===== config.mk =====
export PLATFORM = sky130hd
export DESIGN_NAME = ldrc_sqrt_cell
export DESIGN_NICKNAME = d
export VERILOG_FILES = /design/src/rtl/core/landing_descent_rate_command_top_defines.svh /design/src/rtl/core/ldrc_pkg.sv /design/src/rtl/core/ldrc_sqrt_cell.sv
export SDC_FILE = /design/constraint.sdc
export NUM_CORES = 1
export LEC_CHECK = 0
export BUFFER_PORTS_ARGS = -buffer_cell sky130_fd_sc_hd__buf_2
export CAP_MARGIN = 20
export CORE_MARGIN = 2
export CORE_UTILIZATION = 46
export CTS_BUF_LIST = sky130_fd_sc_hd__clkbuf_8
export CTS_CLUSTER_DIAMETER = 120
export DETAILED_ROUTE_END_ITERATION = 16
export PLACE_DENSITY = 0.95
export SYNTH_ARGS = -nofsm -noshare
export SYNTH_HDL_FRONTEND = slang
export SYNTH_SLANG_ARGS = --single-unit

===== constraint.sdc =====
create_clock -name i_clk -period 4.35 [get_ports i_clk]
set_input_delay 0.87 -clock i_clk [delete_from_list [all_inputs] [get_ports i_clk]]
set_output_delay 0.87 -clock i_clk [all_outputs]
set_load 0.02 [all_outputs]

===== src/rtl/core/landing_descent_rate_command_top_defines.svh =====
// ---------------------------------------------------------------------------
// landing_descent_rate_command_top_defines
// Assertion macros for the descent-rate command block.
// ---------------------------------------------------------------------------
`ifndef LANDING_DESCENT_RATE_COMMAND_TOP_DEFINES_SVH
`define LANDING_DESCENT_RATE_COMMAND_TOP_DEFINES_SVH
`ifndef SYNTHESIS
`define LDRC_ASSERT_IMPL(label, clk, rst_n, prop) \
    label: assert property (@(posedge clk) disable iff (!rst_n) prop) \
        else $error("assertion failed");
`define LDRC_ASSERT_NEXT(label, clk, rst_n, a, b) \
    label: assert property (@(posedge clk) disable iff (!rst_n) (a) |=> (b)) \
        else $error("assertion failed");
`else
`define LDRC_ASSERT_IMPL(label, clk, rst_n, prop)
`define LDRC_ASSERT_NEXT(label, clk, rst_n, a, b)
`endif
`endif


===== src/rtl/core/ldrc_pkg.sv =====
// ---------------------------------------------------------------------------
// ldrc_pkg
// Shared types and constants for the descent-rate command block.
// ---------------------------------------------------------------------------
`timescale 1ns / 1ps
package ldrc_pkg;
    localparam int unsigned SqW    = 32;
    localparam int unsigned RootW  = 16;
    localparam int unsigned NumW   = 31;
    localparam int unsigned SpdW   = 13;
    localparam int unsigned RadW   = 16;

    localparam logic [1:0] ST_LAND    = 2'd0;
    localparam logic [1:0] ST_HOLD    = 2'd1;
    localparam logic [1:0] ST_SCALED  = 2'd2;
    localparam logic [1:0] ST_INVALID = 2'd3;

    localparam logic [2:0] REG_LZH  = 3'd0;
    localparam logic [2:0] REG_FDS  = 3'd1;
    localparam logic [2:0] REG_GR   = 3'd2;
    localparam logic [2:0] REG_VMIN = 3'd3;
    localparam logic [2:0] REG_VMAX = 3'd4;

    typedef struct packed {
        logic                    valid;
        logic                    direct;
        logic [1:0]              status;
        logic [SpdW-1:0]         vz;
        logic [RadW-1:0]         radius;
        logic signed [SpdW:0]    diff;
        logic [SpdW-1:0]         vmin;
    } t_ctl;

    typedef struct packed {
        logic [SqW-1:0]   rem;
        logic [RootW-1:0] root;
    } t_sqrt;

    typedef struct packed {
        logic [NumW-1:0]  rem;
        logic [NumW-1:0]  quo;
        logic             neg;
    } t_div;
endpackage


===== src/rtl/core/ldrc_sqrt_cell.sv =====
// ---------------------------------------------------------------------------
// ldrc_sqrt_cell
// One restoring square-root step, registered, with sideband carried along.
// ---------------------------------------------------------------------------
`timescale 1ns / 1ps
module ldrc_sqrt_cell #(
    parameter int unsigned STEP = 0
) (
    input  logic             i_clk,
    input  logic             i_rst_n,
    input  ldrc_pkg::t_ctl   i_ctl,
    input  ldrc_pkg::t_sqrt  i_sq,
    output ldrc_pkg::t_ctl   o_ctl,
    output ldrc_pkg::t_sqrt  o_sq
);
    import ldrc_pkg::*;

    localparam int unsigned Sh = 2 * (RootW - 1 - STEP);

    logic [SqW+1:0]  w_rem2;
    logic [SqW+1:0]  w_trial;
    logic [RootW-1:0] w_bit;
    t_ctl  r_ctl;
    t_sqrt r_sq;

    assign w_bit   = RootW'(1) << (RootW - 1 - STEP);
    assign w_rem2  = {2'b00, i_sq.rem};
    assign w_trial = ((SqW+2)'(i_sq.root) << (RootW - STEP))
                   + ((SqW+2)'(1) << Sh);

    always_ff @(posedge i_clk) begin
        if (!i_rst_n) begin
            r_ctl.valid <= 1'b0;
        end else begin
            r_ctl.valid <= i_ctl.valid;
        end
        r_ctl.direct <= i_ctl.direct;
        r_ctl.status <= i_ctl.status;
        r_ctl.vz     <= i_ctl.vz;
        r_ctl.radius <= i_ctl.radius;
        r_ctl.diff   <= i_ctl.diff;
        r_ctl.vmin   <= i_ctl.vmin;
        if (w_rem2 >= w_trial) begin
            r_sq.rem  <= SqW'(w_rem2 - w_trial);
            r_sq.root <= i_sq.root | w_bit;
        end else begin
            r_sq.rem  <= i_sq.rem;
            r_sq.root <= i_sq.root;
        end
    end

    assign o_ctl = r_ctl;
    assign o_sq  = r_sq;
endmodule


After elaboration in Yosys (flattened, before gate mapping)
Index checks and enable logic that the tools add are counted.

word-level totals
  register bits after elaboration = 108
  bits of input ports = 110
  output and inout port bits = 108
  logic and storage cells = 14

cells by class
  $add $sub $neg = 2
  order comparisons = 1
  mux-type cells = 1

operators by type and width
  operator                                                          count
  48-bit two-way mux                                                1
  32-bit by 31-bit adder with 33-bit output, second input constant  1
  32-bit by 33-bit >= comparator with 1-bit output                  1
  32-bit subtractor                                                 1

Longest topological paths before layout
Gate-level depths: netlist of run 1.

  word-level depth = 3
  gate-level depth with buffers = 10
  depth with buffers taken out = 10

Worst setup path after synthesis of run 1
Ideal clock, no wire load.

  path type = input to register
  from = in i_sq[14] in the netlist's numbering
  to = reg r_sq, in the netlist o_sq[41]
  library setup time = 0.121 ns
  data arrival time = 2.685 ns
  required time = 4.229 ns
  setup slack = 1.544 ns
  cell stages on the path = 8
  buffers on the path = 1
  cells stage by stage = ha_1 inv_1 ha_1 and3_1 a221oi_1 a21oi_4 buf_8 mux2_4

between the ends
  cells in the longest elaborated chain, start to end = 3

ends and longest elaborated chain
  item                                              line                  source
  from (decl)                                       ldrc_sqrt_cell.sv:12  input ldrc_pkg::t_sqrt i_sq,
  32-bit by 31-bit adder with 33-bit output         ldrc_sqrt_cell.sv:29  + ((SqW+2)'(1) << Sh);
  32-bit by 33-bit >= comparator with 1-bit output  ldrc_sqrt_cell.sv:43  if (w_rem2 >= w_trial) begin
  48-bit two-way mux                                ldrc_sqrt_cell.sv:43
  to (decl)                                         ldrc_sqrt_cell.sv:24  t_sqrt r_sq;

Every way passes these cells.
A chain may end at the register's enable or synchronous reset.

Worst setup path in the final report of run 1
  from = in i_sq[7] in the netlist's numbering
  to = reg r_sq, in the netlist o_sq[34]

Same word-level chain as after synthesis.

==> run_results.csv, run 1 <==
group,metric,value,unit
run_status,outcome,"completed",
clock_network,postCtsSetupBuffers,0,
clock_network,cts_buffer_depth,2,
clock_network,cts_made_buffers,9,
global_route,grt_pass1_vias,2871,
timing,setup-violations-final,0,
clock_network,hold_buffers,0,
setup_path,critical_path.max_fanout,17,
drt,wl,9810,um
timing,rsz0062_at_grt,"no",
clock_network,h-tree-depth,3,
synth,yosys.area_share.xor_xnor,0.0372,
clock_network,cts_tree,"done",
pwr,p_leak,0.00243,uW
synth,synth_edf_count,0,
setup_path,crit_path_start,"i_sq[7]",
pwr,ir_drop,0.363,mV
clock_network,cts_resized,0,
min_path,hold_depth,1,
synth,synth_simple_gate_area_frac,0.0668,
final_layout,seqCellArea,2160,um2
placement,io_buffers,217,
timing,worst_pin_slew,0.717,ns
floorplanning,fp.coreArea,6870,um2
synth,syn_nets,383,
setup_path,path_class,"in -> reg",
timing,slew_headroom,0.521,
min_path,min_to,"o_ctl[24]",
final_layout,multiInputGateArea,1040,um2
floorplanning,pin_count,218,
drt,dr.pass1.iters,4,
synth,yosysMostFrequentCell,"dfxtp_1",
job,drv_cap,0,
synth,synth_top_area_cell,"dfxtp_1",
timing,slew_viol_final,0,
floorplanning,die_h,88.6,um
global_route,grt_max_degree,22,
setup_path,end_kind,"flip-flop",
setup_path,cp-start-kind,"primary input",
pwr,p_switching,623,uW
placement,gp_congestion,0.841,
synth,synth-main-ff-cell,"dfxtp_1",
final_layout,syn_to_final_growth,43.1,%
timing,hold_violations,0,
synth,yosys-top-cells-area,"dfxtp_1 (66%), ha_1 (6.5%), mux2_4 (2.7%)",
synth,synth_top_family_by_area,"compound AO/OA/AOI/OAI gates",
synth,synth_area_per_cell,12.9,um2
timing,finalSetupTns,0,ns
global_route,gr-total-overflow,0,
synth,ys_seq_area_frac,0.656,
pwr,power.share.clock,0.306,
drt,drt_iter0_drc,48,
pwr,p_int,1520,uW
drt,num_vias,2786,
synth,synthDominantCellAreaShare,0.656,
pwr,p_sw_frac,0.291,
synth,synth_cell_type_count,44,
synth,ys_warn_count,0,
final_layout,stdcell_count,585,
clock_network,cts-root-buf,"clkbuf_8",
timing,min_period,2.94,ns
global_route,grt_pass1_wl,14000,um
drt,drt-wirelength-per-cell,16.8,um
synth,synth_adder_area_share,0.0706,
final_layout,layout.nets,610,
timing,hold_ws,0.591,ns
floorplanning,initial_core_util,0.480,
synth,synth_cells,255,
floorplanning,num_rows,30,
pwr,seqPwrFrac,0.503,
timing,fmaxAchievable,0.340,GHz
final_layout,drive_gt1_frac,0.522,
final_layout,fillers,530,
clock_network,cts.sinks,108,
global_route,antenna_found_initial,3,
floorplanning,die_w,88.6,um
synth,synthMuxAreaShare,0.0604,
drt,routed_via_density,4.76,
pwr,comb_power_share,0.191,
floorplanning,die_area,7850,um2
setup_path,required,4.62,ns
drt,drc,0,
global_route,grtUsageTotal,0.245,
synth,synth.cell_area,3290,um2
pwr,powerDensity,454,nW/um2
synth,synth_compound_area_frac,0.0813,
drt,antenna_left,0,
placement,dp_hpwl,8070,um
synth,synth-seq-cells,108,
min_path,hp-class,"in -> reg",
setup_path,arrival,3.20,ns
clock_network,cts.clk_slew.worst_paths,0.11,ns
timing,min_period_over_period,0.675,
synth,synth_common_cells,"dfxtp_1 (108), inv_1 (20), ha_1 (17), nor2_1 (11), nand2_1 (10)",
min_path,min_from,"i_ctl[24]",
synth,async_flop_share,0,
placement,dp.cells,567,
[routing by layer]
metal,global-route usage,routed length [um],up-vias
met4,0.110,250,4
li1,-,-,1322
met1,0.246,3470,1280
met3,0.104,964,26
met2,0.438,5090,154
met5,0,26,-
[cell type report]
class	instances	share of cell area
antenna	2	0.00106
clock buffer	9	0.0263
clock inverter	7	0.0212
multi-input combinational	126	0.221
tap	96	0.0255
timing repair buffer	217	0.230
sequential	108	0.459
inverter	20	0.0159
[state kept, by name, indices dropped and copies added, names as in the netlist]
name / cells
o_sq: 48
o_ctl: 60
[kinds of logic (layout without fill, tap and decap cells)]
group           Yosys count  in the layout
flops                   108            108
simple gates             41             41
compound gates           37             37
buf+inv                  21            253
fa+ha+maj                18             18
mux                      16             16
xor+xnor                 14             14
other cells               0              2
[worst max-delay path: stages]
cell and delay, ns:
buf_2 0.09, inv_1 0.04, ha_1 0.40, nand2_1 0.10, nor2_1 0.16, nand4_1 0.12
nor3_1 0.21, o2111ai_2 0.16, a21oi_4 0.62, mux2_2 0.43
[cells in the final DEF, fill, tap and decap left out, types with 2 or more instances in the layout]
| cell type | Yosys | layout |
|---|---|---|
| a211o_1 | 2 | 2 |
| a21o_1 | 2 | 2 |
| a21oi_1 | 9 | 9 |
| buf_2 | 0 | 217 |
| clkbuf_8 | 0 | 9 |
| clkinv_8 | 0 | 2 |
| dfxtp_1 | 108 | 108 |
| diode_2 | 0 | 2 |
| ha_1 | 17 | 17 |
| inv_1 | 20 | 20 |
| inv_6 | 0 | 3 |
| mux2_2 | 7 | 7 |
| mux2_4 | 6 | 6 |
| mux2i_1 | 3 | 3 |
| nand2_1 | 10 | 10 |
| nand3_1 | 3 | 3 |
| nor2_1 | 11 | 11 |
| nor2b_1 | 2 | 2 |
| nor3_1 | 3 | 3 |
| nor4_1 | 2 | 2 |
| o21a_1 | 3 | 3 |
| o21ai_0 | 6 | 6 |
| o31ai_1 | 3 | 3 |
| xnor2_1 | 8 | 8 |
| xor2_1 | 6 | 6 |
[worst max path at each step]
stage	endpoint	slack, ns	depth (start not counted)
after floorplan	o_sq[41]	1.54	8
after global placement	o_sq[47]	1.18	10
after detailed placement	o_sq[34]	1.04	10
after CTS	o_sq[34]	1.44	10
after global routing	o_sq[34]	1.29	10
final	o_sq[34]	1.41	10
[per-stage QoR]
stage	setup WS (ns)	util	instance area (um2)	power (uW)
after floorplan	1.54	-	3290	1350
after global placement	1.18	0.653	4490	1490
after detailed placement	1.04	0.653	4490	1510
after CTS	1.44	0.686	4710	2150
after global routing	1.29	0.686	4710	2230
final	1.41	0.686	4710	2140
[power groups by stage]
stage	Combinational, uW	Clock, uW	Sequential (uW)
after global routing	436	704	1090
after global placement	394	0	1100
final	409	654	1080
after floorplan	152	0	1200
after detailed placement	406	0	1100
after CTS	409	666	1080
Note: power is estimated with default switching activity, not from simulation.
==> run 2: changes to the inputs <==
--- a/config.mk
+++ b/config.mk
@@ -8,11 +8,11 @@
 export BUFFER_PORTS_ARGS = -buffer_cell sky130_fd_sc_hd__buf_2
 export CAP_MARGIN = 20
 export CORE_MARGIN = 2
-export CORE_UTILIZATION = 46
+export CORE_UTILIZATION = 43
 export CTS_BUF_LIST = sky130_fd_sc_hd__clkbuf_8
 export CTS_CLUSTER_DIAMETER = 120
 export DETAILED_ROUTE_END_ITERATION = 16
-export PLACE_DENSITY = 0.95
+export PLACE_DENSITY = 0.93
 export SYNTH_ARGS = -nofsm -noshare
 export SYNTH_HDL_FRONTEND = slang
 export SYNTH_SLANG_ARGS = --single-unit
==> constraint.sdc (replaced) <==
create_clock -name i_clk -period 2.8 [get_ports i_clk]
set_input_delay 0.56 -clock i_clk [delete_from_list [all_inputs] [get_ports i_clk]]
set_output_delay 0.56 -clock i_clk [all_outputs]
set_load 0.02 [all_outputs]
==> run_results.csv, run 2 (synthesis results as in run 1) <==
group,metric,value,unit
pwr,powerDensity,681,nW/um2
floorplanning,fp.coreArea,7330,um2
drt,routed_via_density,4.65,
global_route,grt_max_degree,21,
pwr,p_leak,0.00247,uW
min_path,hold_depth,1,
floorplanning,die_h,91.5,um
final_layout,layout.nets,619,
drt,dr.pass1.iters,4,
drt,drt_iter0_drc,66,
clock_network,cts_resized,0,
placement,io_buffers,217,
placement,dp_hpwl,7880,um
pwr,p_switching,948,uW
final_layout,layout_common_cells,"buf_2 (217), dfxtp_1 (108), inv_1 (20)",
setup_path,cp-start-kind,"primary input",
placement,dp.cells,579,
setup_path,end_kind,"flip-flop",
drt,wl,9520,um
final_layout,stdcell_count,595,
clock_network,cts_buffer_depth,2,
clock_network,cts.sinks,108,
final_layout,largest_reg_flops,60,
floorplanning,die_w,91.5,um
pwr,power.share.clock,0.284,
clock_network,hold_buffers,0,
floorplanning,num_rows,31,
job,drv_cap,0,
final_layout,syn_to_final_growth,44.9,%
timing,min_period,2.47,ns
floorplanning,initial_core_util,0.449,
pwr,ir_drop,0.320,mV
drt,drc,0,
pwr,comb_power_share,0.201,
setup_path,required,3.06,ns
drt,antenna_left,0,
clock_network,cts-root-buf,"clkbuf_8",
global_route,grt_pass1_vias,2887,
timing,hold_violations,0,
clock_network,cts.clk_slew.worst_paths,0.11,ns
drt,drt-wirelength-per-cell,16.0,um
timing,fmaxAchievable,0.406,GHz
timing,rsz0062_at_grt,"no",
clock_network,postCtsSetupBuffers,0,
global_route,antenna_found_initial,3,
global_route,grt_pass1_wl,14300,um
final_layout,final_common_cell,"buf_2",
timing,slew_headroom,0.722,
global_route,gr-total-overflow,0,
pwr,p_int,2310,uW
global_route,grtUsageTotal,0.224,
final_layout,drive_gt1_frac,0.530,
clock_network,cts_tree,"done",
floorplanning,die_area,8380,um2
placement,gp_congestion,0.811,
setup_path,critical_path.max_fanout,3,
setup_path,path_class,"in -> reg",
drt,num_vias,2766,
clock_network,h-tree-depth,3,
setup_path,arrival,2.73,ns
clock_network,cts_made_buffers,9,
pwr,p_sw_frac,0.291,
timing,min_period_over_period,0.881,
timing,slew_viol_final,0,
timing,setup-violations-final,0,
pwr,seqPwrFrac,0.515,
final_layout,antenna_cells,0,
timing,worst_pin_slew,0.413,ns
run_status,outcome,"completed",
min_path,hp-class,"in -> reg",
timing,finalSetupTns,0,ns
floorplanning,pin_count,218,
-- run 2: area by class of cell --
cell class                 count  area (um2)
clock buffer                  10         138
clock inverter                 6        67.6
fill                         580        2560
inverter                      20        75.1
multi-input combinational    126        1040
sequential                   108        2160
tap                           99         124
timing repair buffer         226        1170
-- run 2: power by group through the flow --
stage	registers [uW]	clock network (uW)	logic, uW
CTS	1680	951	658
finish	1680	924	654
detailed placement	1710	0	655
global placement	1710	0	636
global route	1690	1000	701
floorplan	1860	0	237
-- run 2: path summary, 6_finish.rpt --
check | from | to | slack (ns)
hold / removal | i_ctl[16] | o_ctl[16] | 0.29
setup / recovery | i_sq[32] | o_sq[42] | 0.33
-- run 2: routing by layer --
layer | track usage | vias to the layer above | wire [um]
met5 | 0 | - | 42
li1 | - | 1339 | -
met2 | 0.424 | 139 | 5080
met4 | 0.0694 | 6 | 201
met3 | 0.0988 | 28 | 860
met1 | 0.214 | 1254 | 3330
-- run 2: metrics by stage --
| step | power, uW | utilization | setup slack (ns) | hold WS [ns] | area [um2] |
|---|---|---|---|---|---|
| 3_3_place_gp | 2340 | 0.623 | 0.106 | 0.662 | 4570 |
| 6_report | 3250 | 0.651 | 0.334 | 0.285 | 4770 |
| 3_5_place_dp | 2370 | 0.623 | -0.00245 | 0.664 | 4570 |
| 5_1_grt | 3390 | 0.651 | 0.202 | 0.263 | 4770 |
| 4_1_cts | 3290 | 0.651 | 0.356 | 0.272 | 4770 |
| 2_1_floorplan | 2100 | - | 0.304 | 0.588 | 3290 |
-- run 2: critical path, stage by stage --
cell,delay [ns]
buf_2,0.08
inv_1,0.04
ha_1,0.21
fa_1,0.42
nor2b_1,0.17
o211ai_1,0.10
a21boi_0,0.27
nor3_1,0.15
o31ai_1,0.34
xor2_1,0.12
mux2_4,0.27
